`src/rlsa_pkg.sv`:
```
// Shared types, constants and the nibble encoder of the RGB lamp step animator.
// Depends on nothing; every other file of the block but rlsa_ram imports it.
package rlsa_pkg;

   localparam int LAMPS  = 24;
   localparam int STEPS  = 8;
   localparam int DEPTH  = STEPS * LAMPS;
   localparam int ADDR_W = $clog2(DEPTH);
   localparam int PHYS_W = (LAMPS > 1) ? $clog2(LAMPS) : 1;
   localparam int STEP_W = $clog2(STEPS);
   localparam int LOOP_N = (LAMPS > STEPS) ? LAMPS : STEPS;
   localparam int CNT_W  = $clog2(LOOP_N);
   localparam int COLOUR_W = 24;

   localparam logic [2:0] OP_TICK  = 3'd0;
   localparam logic [2:0] OP_MASK  = 3'd1;
   localparam logic [2:0] OP_STEP  = 3'd2;
   localparam logic [2:0] OP_CLEAR = 3'd3;
   localparam logic [2:0] OP_SHIFT = 3'd4;

   localparam logic [2:0] CODE_ONE  = 3'b110;
   localparam logic [2:0] CODE_ZERO = 3'b100;

   typedef struct packed {
      logic [2:0] operation;
      logic [4:0] lamp_index;
      logic [2:0] step_index;
      logic [7:0] red;
      logic [7:0] green;
      logic [7:0] blue;
      logic [7:0] blink_mask;
   } req_type;

   typedef struct packed {
      logic [4:0]  lamp_number;
      logic [11:0] word_green_high;
      logic [11:0] word_green_low;
      logic [11:0] word_red_high;
      logic [11:0] word_red_low;
      logic [11:0] word_blue_high;
      logic [11:0] word_blue_low;
      logic        last_lamp;
   } rsp_type;

   typedef enum logic [2:0] {
      S_IDLE,
      S_DECODE,
      S_MASK,
      S_READ,
      S_WAIT,
      S_OUT
   } state_type;

   // Commands from the controller to the datapath.
   typedef struct packed {
      logic capture;
      logic wr_one;
      logic wr_mask;
      logic clr_all;
      logic shift;
      logic adv_step;
      logic cnt_clr;
      logic cnt_inc;
      logic rd_en;
      logic load_out;
   } cmd_type;

   // Status from the datapath to the controller.
   typedef struct packed {
      logic [2:0] op;
      logic       lamp_ok;
      logic       step_ok;
      logic       cnt_last_step;
      logic       cnt_last_lamp;
   } status_type;

   // Each nibble bit, most significant first, becomes a three-bit line code.
   function automatic logic [11:0] encode_nibble(input logic [3:0] nib);
      logic [11:0] w;
      w = '0;
      for (int b = 3; b >= 0; b--) begin
         w = {w[8:0], nib[b] ? CODE_ONE : CODE_ZERO};
      end
      return w;
   endfunction

endpackage

```
`src/rgb_led_step_animator_top.sv`:
```
// Top level of the RGB lamp step animator: controller plus datapath.
// Depends on rlsa_pkg, rlsa_ctrl, rlsa_dpath and rlsa_ram.
//
// Usage: one request transaction on req_ carries an operation and its
// operands. Set-with-mask writes one entry per step (one store write per
// cycle); set-one-step, clear-all and shift-up finish in the decode state,
// since clear and shift only touch the entry valid bits and the lamp
// rotation base. A tick advances the step counter and then plays out the
// new step's frame as LAMPS response transactions on rsp_, lamp 0 first,
// with last_lamp set on the final one. Each lamp goes through store read,
// encode into the output register and handshake in turn, driven by the
// sequencer, which handles one lamp at a time without overlapping these
// phases. The first response is valid once the request has passed the
// decode, read and wait states.
// One request is handled at a time: req_stall stays high until all of its
// responses have been taken. A stalled response holds in the output register
// while rsp_stall is high. Synchronous reset marks every store entry dark,
// zeroes the step counter and drops any transaction in progress; no clearing
// pass is needed afterwards.
module rgb_led_step_animator_top
   import rlsa_pkg::*;
(
   input  logic    clock,
   input  logic    reset,
   input  logic    req_valid,
   output logic    req_stall,
   input  req_type req_payload,
   output logic    rsp_valid,
   input  logic    rsp_stall,
   output rsp_type rsp_payload
);

   cmd_type    cmd;
   status_type status;

   // The sequencer decides what happens in each cycle of a transaction.
   rlsa_ctrl u_ctrl (
      .clock     (clock),
      .reset     (reset),
      .req_valid (req_valid),
      .req_stall (req_stall),
      .rsp_valid (rsp_valid),
      .rsp_stall (rsp_stall),
      .status    (status),
      .cmd       (cmd)
   );

   // The datapath holds the frame store and forms the encoded words.
   rlsa_dpath u_dpath (
      .clock       (clock),
      .reset       (reset),
      .req_payload (req_payload),
      .cmd         (cmd),
      .status      (status),
      .rsp_payload (rsp_payload)
   );

endmodule

```
`src/rlsa_ram.sv`:
```
// Generic single-write, single-read RAM with a registered read port.
// Depends on nothing.
module rlsa_ram #(
   parameter int WIDTH = 24,
   parameter int DEPTH = 192
) (
   input  logic                     clock,
   input  logic                     wr_en,
   input  logic [$clog2(DEPTH)-1:0] wr_addr,
   input  logic [WIDTH-1:0]         wr_data,
   input  logic                     rd_en,
   input  logic [$clog2(DEPTH)-1:0] rd_addr,
   output logic [WIDTH-1:0]         rd_data
);

   logic [WIDTH-1:0] mem_ff [DEPTH];
   logic [WIDTH-1:0] rd_data_ff;

   always_ff @(posedge clock) begin
      if (wr_en) begin
         mem_ff[wr_addr] <= wr_data;
      end
      if (rd_en) begin
         rd_data_ff <= mem_ff[rd_addr];
      end
   end

   assign rd_data = rd_data_ff;

endmodule

```
`src/rlsa_ctrl.sv`:
```
// Controller state machine of the lamp step animator.
// Depends on rlsa_pkg; drives the datapath through cmd_type.
module rlsa_ctrl
   import rlsa_pkg::*;
(
   input  logic       clock,
   input  logic       reset,
   input  logic       req_valid,
   output logic       req_stall,
   output logic       rsp_valid,
   input  logic       rsp_stall,
   input  status_type status,
   output cmd_type    cmd
);

   state_type state_ff, state_in;

   always_ff @(posedge clock) begin
      if (reset) begin
         state_ff <= S_IDLE;
      end else begin
         state_ff <= state_in;
      end
   end

   always_comb begin
      state_in = state_ff;
      case (state_ff)
         S_IDLE: begin
            if (req_valid) state_in = S_DECODE;
         end
         S_DECODE: begin
            case (status.op)
               OP_TICK: state_in = S_READ;
               OP_MASK: state_in = status.lamp_ok ? S_MASK : S_IDLE;
               default: state_in = S_IDLE;
            endcase
         end
         S_MASK: begin
            if (status.cnt_last_step) state_in = S_IDLE;
         end
         S_READ:  state_in = S_WAIT;
         S_WAIT:  state_in = S_OUT;
         S_OUT: begin
            if (!rsp_stall) state_in = status.cnt_last_lamp ? S_IDLE : S_READ;
         end
         default: state_in = S_IDLE;
      endcase
   end

   always_comb begin
      cmd       = '0;
      req_stall = (state_ff != S_IDLE);
      rsp_valid = (state_ff == S_OUT);
      case (state_ff)
         S_IDLE: begin
            cmd.capture = req_valid;
         end
         S_DECODE: begin
            case (status.op)
               OP_TICK: begin
                  cmd.adv_step = 1'b1;
                  cmd.cnt_clr  = 1'b1;
               end
               OP_MASK:  cmd.cnt_clr  = 1'b1;
               OP_STEP:  cmd.wr_one   = status.lamp_ok & status.step_ok;
               OP_CLEAR: cmd.clr_all  = 1'b1;
               OP_SHIFT: cmd.shift    = 1'b1;
               default: ;
            endcase
         end
         S_MASK: begin
            cmd.wr_mask = 1'b1;
            cmd.cnt_inc = 1'b1;
         end
         S_READ:  cmd.rd_en    = 1'b1;
         S_WAIT:  cmd.load_out = 1'b1;
         S_OUT: begin
            cmd.cnt_inc = ~rsp_stall & ~status.cnt_last_lamp;
         end
         default: ;
      endcase
   end

endmodule

```
`src/rlsa_dpath.sv`:
```
// Datapath of the lamp step animator: request register, frame store with entry
// valid bits, lamp rotation base, step and loop counters, encoder and output register.
// Depends on rlsa_pkg and rlsa_ram.
module rlsa_dpath
   import rlsa_pkg::*;
(
   input  logic       clock,
   input  logic       reset,
   input  req_type    req_payload,
   input  cmd_type    cmd,
   output status_type status,
   output rsp_type    rsp_payload
);

   req_type               req_ff;
   rsp_type               rsp_ff;
   logic [CNT_W-1:0]      cnt_ff;
   logic [STEP_W-1:0]     step_ff;
   logic [PHYS_W-1:0]     base_ff;
   logic [PHYS_W-1:0]     base_in;
   logic [LAMPS-1:0]      valid_ff [STEPS];
   logic                  rd_valid_ff;

   logic [PHYS_W-1:0]     wr_phys;
   logic [PHYS_W-1:0]     rd_phys;
   logic [STEP_W-1:0]     wr_step;
   logic [ADDR_W-1:0]     wr_addr;
   logic [ADDR_W-1:0]     rd_addr;
   logic [COLOUR_W-1:0]   wr_data;
   logic [COLOUR_W-1:0]   rd_data;
   logic [COLOUR_W-1:0]   entry;
   logic                  wr_en;
   logic                  mask_bit;

   // Logical lamp l lives in physical slot (l + base) mod LAMPS.
   function automatic logic [PHYS_W-1:0] phys_of(input logic [PHYS_W:0] lamp,
                                                 input logic [PHYS_W-1:0] base);
      logic [PHYS_W+1:0] sum;
      sum = (PHYS_W+2)'(lamp) + (PHYS_W+2)'(base);
      if (sum >= (PHYS_W+2)'(LAMPS)) sum = sum - (PHYS_W+2)'(LAMPS);
      return sum[PHYS_W-1:0];
   endfunction

   assign wr_phys  = phys_of((PHYS_W+1)'(req_ff.lamp_index), base_ff);
   assign rd_phys  = phys_of((PHYS_W+1)'(cnt_ff), base_ff);
   assign wr_step  = cmd.wr_mask ? cnt_ff[STEP_W-1:0] : req_ff.step_index[STEP_W-1:0];
   assign mask_bit = req_ff.blink_mask[3'(3'd7 - 3'(cnt_ff))];
   assign wr_en    = cmd.wr_one | cmd.wr_mask;
   assign wr_data  = (cmd.wr_one | mask_bit) ? {req_ff.green, req_ff.red, req_ff.blue} : '0;
   assign wr_addr  = ADDR_W'(wr_step) * ADDR_W'(LAMPS) + ADDR_W'(wr_phys);
   assign rd_addr  = ADDR_W'(step_ff) * ADDR_W'(LAMPS) + ADDR_W'(rd_phys);
   assign base_in  = (base_ff == '0) ? PHYS_W'(LAMPS - 1) : base_ff - PHYS_W'(1);

   rlsa_ram #(
      .WIDTH (COLOUR_W),
      .DEPTH (DEPTH)
   ) u_store (
      .clock   (clock),
      .wr_en   (wr_en),
      .wr_addr (wr_addr),
      .wr_data (wr_data),
      .rd_en   (cmd.rd_en),
      .rd_addr (rd_addr),
      .rd_data (rd_data)
   );

   always_ff @(posedge clock) begin
      if (reset) begin
         cnt_ff   <= '0;
         step_ff  <= '0;
         base_ff  <= '0;
         for (int s = 0; s < STEPS; s++) valid_ff[s] <= '0;
      end else begin
         if (cmd.cnt_clr) begin
            cnt_ff <= '0;
         end else if (cmd.cnt_inc) begin
            cnt_ff <= cnt_ff + CNT_W'(1);
         end
         if (cmd.adv_step) begin
            step_ff <= (step_ff == STEP_W'(STEPS - 1)) ? '0 : step_ff + STEP_W'(1);
         end
         if (cmd.clr_all) begin
            for (int s = 0; s < STEPS; s++) valid_ff[s] <= '0;
         end else if (cmd.shift) begin
            // The slot of the dropped top lamp becomes the new dark lamp 0.
            base_ff <= base_in;
            for (int s = 0; s < STEPS; s++) valid_ff[s][base_in] <= 1'b0;
         end else if (wr_en) begin
            valid_ff[wr_step][wr_phys] <= 1'b1;
         end
      end
   end

   always_ff @(posedge clock) begin
      if (cmd.capture) begin
         req_ff <= req_payload;
      end
      if (cmd.rd_en) begin
         rd_valid_ff <= valid_ff[step_ff][rd_phys];
      end
      if (cmd.load_out) begin
         rsp_ff.lamp_number     <= 5'(cnt_ff);
         rsp_ff.word_green_high <= encode_nibble(entry[23:20]);
         rsp_ff.word_green_low  <= encode_nibble(entry[19:16]);
         rsp_ff.word_red_high   <= encode_nibble(entry[15:12]);
         rsp_ff.word_red_low    <= encode_nibble(entry[11:8]);
         rsp_ff.word_blue_high  <= encode_nibble(entry[7:4]);
         rsp_ff.word_blue_low   <= encode_nibble(entry[3:0]);
         rsp_ff.last_lamp       <= (cnt_ff == CNT_W'(LAMPS - 1));
      end
   end

   assign entry = rd_valid_ff ? rd_data : '0;

   assign status.op            = req_ff.operation;
   assign status.lamp_ok       = (32'(req_ff.lamp_index) < LAMPS);
   assign status.step_ok       = (32'(req_ff.step_index) < STEPS);
   assign status.cnt_last_step = (cnt_ff == CNT_W'(STEPS - 1));
   assign status.cnt_last_lamp = (cnt_ff == CNT_W'(LAMPS - 1));

   assign rsp_payload = rsp_ff;

endmodule

```
`config.mk`:
```
export PLATFORM = sky130hd
export DESIGN_NAME = rgb_led_step_animator_top
export DESIGN_NICKNAME = d
export VERILOG_FILES = /design/src/rlsa_pkg.sv /design/src/rgb_led_step_animator_top.sv /design/src/rlsa_ram.sv /design/src/rlsa_ctrl.sv /design/src/rlsa_dpath.sv
export SDC_FILE = /design/constraint.sdc
export NUM_CORES = 2
export LEC_CHECK = 0
export BUFFER_PORTS_ARGS = -buffer_cell sky130_fd_sc_hd__clkbuf_2
export CAP_MARGIN = 40
export CORE_ASPECT_RATIO = 0.8
export CORE_UTILIZATION = 28
export DETAILED_ROUTE_END_ITERATION = 8
export SLEW_MARGIN = 40
export SYNTH_ARGS = -nofsm -noshare
export SYNTH_HDL_FRONTEND = slang
export SYNTH_MEMORY_MAX_BITS = 65536
export SYNTH_SLANG_ARGS = --single-unit
```
`constraint.sdc`:
```
create_clock -name clock -period 16 [get_ports clock]
set_input_delay 0.8 -clock clock [delete_from_list [all_inputs] [get_ports clock]]
set_output_delay 0.8 -clock clock [all_outputs]
set_load 0.005 [all_outputs]
```
# Word-level counts from Yosys, hierarchy flattened
# Memory sizes are Yosys's and may differ from the RTL's. A register that Yosys moved wholly into a read port is not among the register bits.
# Cells that the tools add are included.
# word_totals
ff_bits,138
ramBits,4800
input_bits,47
out_inout_bits,80
word_cells,553
mem_count,2
# memory_table
memory,depth,word_bits,read_ports,rd_ports_with_merged_regs,wr,line,source
u_dpath.u_store.mem_ff,192,24,1,1,1,rlsa_ram.sv:16,logic [WIDTH-1:0] mem_ff [DEPTH];
u_dpath.valid_ff,8,24,1,1,8,rlsa_dpath.sv:21,logic [LAMPS-1:0] valid_ff [STEPS];
# classes
addsub,10
multipliers,2
magnitude_cmp,9
n_eq_ne,15
n_mux,278
bitwise_logic,206
n_reduce_logical,11
# ops
op,n
24-bit two-way mux,14
1-bit two-way mux,219
1-bit OR,202
2-bit two-way mux,26
3-bit two-way mux,8
24-bit OR reduction,1
"5-bit by 6-bit < comparator with 1-bit output, second input constant",3
3-bit case mux with 6 select lines,1
8-bit by 5-bit adder with 8-bit output,2
5-bit two-way mux,3
5-bit by 5-bit adder with 6-bit output,2
"3-bit by 2-bit equality test with 1-bit output, second input constant",4
"3-bit equality test, second input constant",4
"6-bit by 5-bit greater-or-equal comparator with 1-bit output, second input constant",2
1-bit demux with 5-bit select,2
"5-bit by 1-bit greater-or-equal comparator with 1-bit output, second input constant",2
"3-bit by 2-bit multiplier with 5-bit output, second input constant",2
"5-bit subtractor, second input constant",2
"3-bit by 1-bit equality test with 1-bit output, second input constant",2
3-bit logical NOT,2
"2-bit != test, second input constant",3
3-bit case mux with 2 select lines,1
"5-bit by 1-bit adder with 5-bit output, second input constant",1
1-bit binary-select mux with 5-bit select,1
other kinds (18),22

# Longest topological paths before layout
# logic_depth
depth_word,11
depth_mapped,20
ltp_nobuf,17

# Cells and area by module
# Synthesis repeated with hierarchy kept, for this count alone.
# unflattened
cells_unflattened,8865
area_unflattened_um2,189723.2
# by_module_without_submodules
mod,n_inst,cells_each,area_per_inst_um2,seq_area_each_um2
rlsa_ram,1,7686,176860.9,139093.4
rlsa_dpath,1,1132,12544.5,6386.1
rlsa_ctrl,1,47,317.8,60.1

# Worst setup path after synthesis
# OpenSTA, ideal clock, no wires.
# synth_timing
path_type,reg-to-reg
start,reg u_dpath.base_ff[0]
end,mem u_dpath.u_store.mem_ff[109][0] (enable)
setup_ns,0.466
arrival_ns,6.081
required_ns,15.534
setup_slack_ns,9.453
stages_incl_launch_ff,18
path_buffers,2
period_less_slack_ns,6.547
path_cell_list,dfxtp_1 > ha_1 > inv_1 > fa_1 > nor2b_1 > o21a_1 > nor3_1 > nor3_1 > nor2_1 > xnor2_1 > ha_1 > or3_1 > o32ai_1 > o31a_1 > nor2_1 > clkbuf_1 > buf_2 > nor4_1
# synth_between
elab_chain_cells,4
elab_cells_between_ends,5
cone_classes,add/sub (3); order compare (1); mux (1)
# synth_rtl
item,line,source
"start, declared",rlsa_dpath.sv:19,logic [PHYS_W-1:0] base_ff;
"start signal, assigned",rlsa_dpath.sv:86,base_ff <= base_in;
5-bit by 5-bit adder with 6-bit output (*),rlsa_dpath.sv:39,sum = (PHYS_W+2)'(lamp) + (PHYS_W+2)'(base);
5-bit subtractor / 6-bit by 5-bit greater-or-equal comparator with 1-bit output (equally long branches),rlsa_dpath.sv:40,if (sum >= (PHYS_W+2)'(LAMPS)) sum = sum - (PHYS_W+2)'(LAMPS);
5-bit two-way mux (*),rlsa_dpath.sv:40,
8-bit by 5-bit adder with 8-bit output (*),rlsa_dpath.sv:50,assign wr_addr = ADDR_W'(wr_step) * ADDR_W'(LAMPS) + ADDR_W'(wr_phys);
"end, declared",rlsa_ram.sv:16,
# Every way passes the cells marked *; elsewhere a longest branch is shown, timed or not.

# Worst setup path in the final report
# layout_timing
start,reg u_dpath.base_ff[0]
end,mem u_dpath.u_store.mem_ff[73][2] (enable)
# Same word-level chain as after synthesis.

==> reports/metrics.csv <==
stage,metric,value,unit
sta,endpoints failing hold,0,
status,result of the run,"complete, no violations",
grt,GR Overflow Total,0,
final_layout,share of final-layout standard cells stronger than drive strength 1,28.73,%
grt,wire length of the first global-routing pass,736.7,mm
worst_hold_path,worst min-delay path endpoint,u_dpath.req_ff[38]$_DFFE_PP_,
pwr,sequential fraction of design power,53.9,%
worst_setup_path,kind of cell adding the most delay to the critical path,buffers and inverters,
worst_setup_path,critical path's largest stage delay,0.66,ns
final_layout,fillers,63459,
synth,per-instance average area after synthesis,21.51,sq um
synth,ys flop type,edfxtp_1,
worst_setup_path,CP max FO,46,
worst_setup_path,"critical path, cell by cell","ha_1, inv_1, fa_1, nor2b_1, o21a_1, nor3_1, nor3_1, nor2_1, xnor2_1, ha_1, or3_1, o32ai_1, nor4_1, nor2_4, buf_6, buf_4, buf_4, buf_12, nor4_2, buf_4",
floorplanning,Die Span X,924.1,um
floorplanning,Core Rows,270,
placement,estimated wirelength of the detail-placed design,309.0,mm
worst_setup_path,worst path bufs/invs,6,
grt,combined global-route utilization of all metal layers,14.94,%
final_layout,"Area growth, synth to finish",15.13,%
final_layout,area of the multi-input gates,0.04416,sq mm
worst_setup_path,startpoint of the worst register-to-register path,u_dpath.base_ff[0]$_SDFFE_PP0P_,
worst_setup_path,element type at the critical path start,flop,
pwr,Comb pwr share,6.6,%
sta,final critical-path required period,7.016,ns
worst_hold_path,launch point of the worst hold path,req_payload[38],
grt,number of antenna violations at the first check in global routing,44,
worst_setup_path,worst path arrival time,7.70,ns
clocking,setup fix buffers added after clock tree synthesis,0,
detailed_routing,number of detailed-route iterations in the first pass,8,
detailed_routing,Total Routed Length,530.0,mm
synth,proportion of synthesized chip area in sequential cells,76.41,%
pwr,Switching Share,22.78,%
detailed_routing,number of vias per cell after detailed routing,5.125,
pwr,power per cell area,120.5,mW/mm^2
detailed_routing,overall via count from detail_route,95398,
final_layout,"leading cell type in the layout, fill and taps excluded",edfxtp_1,
worst_setup_path,most numerous cell on the critical path,buf_4,
floorplanning,number of top-level design ports,127,
worst_setup_path,worst setup path start,u_dpath.base_ff[0]$_SDFFE_PP0P_,
sta,Clock Skews,0.04970,ns
sta,setup repair after global routing missed its margin,false,
sta,max-slew violation count,0,
clocking,number of CTS-inserted buffers,429,
worst_setup_path,slowest stage cell on the critical path,buf_4,
synth,Netlist Area Pre-Place,0.1905,sq mm
detailed_routing,detailed-route DRC error count,0,
final_layout,Final nets,9352,
worst_setup_path,start-to-end type of the worst setup path,reg2reg,
worst_setup_path,setup slack on the worst flop-to-flop path,8.98,ns
clocking,maximum buffer depth of the clock tree,4,
worst_setup_path,Required @ worst endpoint,16.69,ns
grt,via count of the first global-routing pass,92183,
worst_setup_path,Reg2Reg Capture Point,u_dpath.u_store.mem_ff[73][2]$_DFFE_PP_,
synth,share of flip-flops with an asynchronous set or reset after synthesis,0,%
pwr,Internal Dissipation,20.40,mW
clocking,TritonCTS clock tree,built,
final_layout,area used by sequential logic in the layout,0.1455,sq mm
clocking,Skew-Pair Late Insertion Delay,1.00,ns
floorplanning,initial standard-cell utilization of the core,28.15,%
synth,number of synthesis warnings,0,
placement,final weighted congestion of routability-driven global placement,0.8437,
pwr,clock power share,39.5,%
clocking,number of clock sinks,4917,
detailed_routing,count of routing violations after the opening detailed-route iteration,13045,
synth,synthesized instance count,8856,
sta,Hold Worst Slack,0.07057,ns
pwr,"IR drop worst, VDD",0.08525,mV
clocking,clock root buffer,clkbuf_16,
detailed_routing,remaining antenna violation count after routing,0,
synth,Cell variety after synth,74,
floorplanning,standard cell core area,0.6767,sq mm
placement,count of input and output buffers,78,
pwr,Lkg Pwr,65.53,nW
detailed_routing,drt wl/cell,28.47,um
worst_setup_path,endpoint kind of the worst setup timing path,flop,
worst_setup_path,R2R depth,20,
grt,pin count of the biggest net entering global routing,141,
sta,sum of negative setup slack,0,ns
clocking,maximum level of the CTS H-tree,5,
pwr,reported net switching power,6.017,mW
clocking,"Clk pin slew, worst setup/hold paths",0.07,ns
job,maxcap violations,0,
sta,worst-margin pin slew,0.9668,ns
sta,final setup violating endpoints,0,
final_layout,"commonest non-fill, non-tap cells in the layout","edfxtp_1 (4,706), mux4_2 (1,363), nand2_1 (648)",
worst_hold_path,worst min-delay path category,in2reg,
sta,worst max-slew margin expressed relative to the limit,35.55,%
sta,max frequency,0.1425,GHz
floorplanning,die area,0.6836,sq mm
synth,Yosys reg bits,4917,
sta,post-route clock period utilization,43.85,%
worst_hold_path,Hold Path Stages,1,
floorplanning,y dimension of the die,739.7,um
synth,number of synthesized flops with an enable pin,4706,
-- cells in the mapped netlist (all sizes together), types with 5 or more instances --
cell type | number | area [sq um]
and2 | 82 | 513.0
o22ai | 6 | 37.54
nor2b | 15 | 93.84
o211ai | 6 | 45.04
a21o | 7 | 52.55
dfxtp | 211 | 4224
and3 | 39 | 244.0
o21ai | 140 | 700.7
a211oi | 26 | 195.2
nor2 | 85 | 319.1
nand2 | 656 | 2462
ha | 26 | 325.3
mux4 | 1363 | 30700
o21a | 5 | 37.54
a31oi | 9 | 56.30
o221ai | 6 | 52.55
nand3 | 210 | 1051
fa | 5 | 100.1
a41oi | 24 | 210.2
clkbuf | 280 | 1051
xnor2 | 11 | 96.34
nor3 | 25 | 125.1
nor3b | 5 | 53.80
a32oi | 48 | 420.4
mux2i | 47 | 470.5
xor2 | 9 | 86.34
inv | 20 | 75.07
buf | 310 | 1697
mux2 | 14 | 157.7
nand4 | 46 | 287.8
or3 | 7 | 43.79
nor4 | 183 | 1439
edfxtp | 4706 | 141300
a21oi | 49 | 245.2
nand2b | 11 | 68.82
a22o | 115 | 1007
-- cell type report --
type	count	share of cell area [%]
tap	8976	5.121
inverter	20	0.03423
multi-input combinational	3375	20.14
clock inverter	245	1.058
timing repair buffer	531	2.109
antenna	15	0.01712
sequential	4917	66.37
clock buffer	537	5.153
-- worst register-to-register path, stage by stage, from the launching register on --
cell and delay (ns):
dfxtp_1 0.52, ha_1 0.25, inv_1 0.06, fa_1 0.46, nor2b_1 0.15, o21a_1 0.18, nor3_1 0.10, nor3_1 0.51
nor2_1 0.25, xnor2_1 0.19, ha_1 0.24, or3_1 0.41, o32ai_1 0.50, nor4_1 0.21, nor2_4 0.13, buf_6 0.54
buf_4 0.74, buf_4 0.45, buf_12 0.32, nor4_2 0.14, buf_4 0.33
-- routing by layer --
layer | GRT usage, % | wire, um | share of wire [%] | vias up
met1 | 22.23 | 226400 | 43 | 51596
met4 | 4.009 | 14700 | 2.8 | 38
met5 | 0.1824 | 433 | 0.082 | -
li1 | - | - | - | 37922
met2 | 21.49 | 229100 | 43 | 5104
met3 | 3.981 | 59370 | 11 | 738
-- worst max-delay path by stage --
stage	cells past startpoint	slack, ns	to
global placement	16	8.47	u_dpath.u_store.rd_data[2]$_DFFE_PN_
floorplan	17	9.45	u_dpath.u_store.mem_ff[109][0]$_DFFE_PP_
finish	20	8.98	u_dpath.u_store.mem_ff[73][2]$_DFFE_PP_
detailed placement	14	8.95	u_dpath.u_store.mem_ff[164][5]$_DFFE_PP_
global route	20	8.67	u_dpath.u_store.mem_ff[122][19]$_DFFE_PP_
CTS	14	8.93	u_dpath.u_store.mem_ff[164][2]$_DFFE_PP_
-- power by group through the flow --
stage	logic (mW)	clock network, mW	registers [mW]
after floorplan	0.929	0	14.6
after global placement	1.66	0	14.5
after detailed placement	1.71	0	14.5
after CTS	1.72	10.6	14.3
after global routing	1.81	11.0	14.2
final	1.74	10.4	14.3
-- through the flow --
step	instances	setup WS, ns	util, %	area, sq um	total power, mW
floorplan	8902	9.453	-	190600	15.51
global placement	17753	8.475	30.18	204200	16.20
detailed placement	17772	8.953	30.28	204900	16.24
CTS	18589	8.931	32.35	218900	26.53
global route	18606	8.674	32.40	219300	27.08
finish	18616	8.984	32.41	219300	26.42
-- flip-flops by register name, indices dropped and copies added, names as in the netlist, 3 cells and up, named ones only --
signal                   count
u_ctrl.state_ff              3
u_dpath.u_store.mem_ff    4608
u_dpath.u_store.rd_data     24
u_dpath.valid_ff           192
u_dpath.base_ff              5
u_dpath.step_ff              3
u_dpath.rsp_payload         30
u_dpath.status               3
u_dpath.req_ff              40
u_dpath.cnt_ff               5
-- logic make-up (layout without fill, tap and decap cells) --
family / after synthesis / in the layout / synth area share [%]
other: 2 / 63 / 0.003943
buffers and inverters: 610 / 1333 / 1.482
DFF: 4917 / 4917 / 76.41
AOI/OAI and AO/OA: 472 / 472 / 1.749
muxes: 1424 / 1424 / 16.45
and+or+nand+nor: 1380 / 1380 / 3.587
xor gates and xnor gates: 20 / 20 / 0.09591
adders and majority gates: 31 / 31 / 0.2234
-- timing repair --
| item | in CTS | in global routing |
|---|---|---|
| hold endpoints to repair | 35 | 0 |
| hold buffers | 35 | 0 |
| resized for setup | 0 | 0 |
Note: power is estimated with default switching activity, not from simulation.
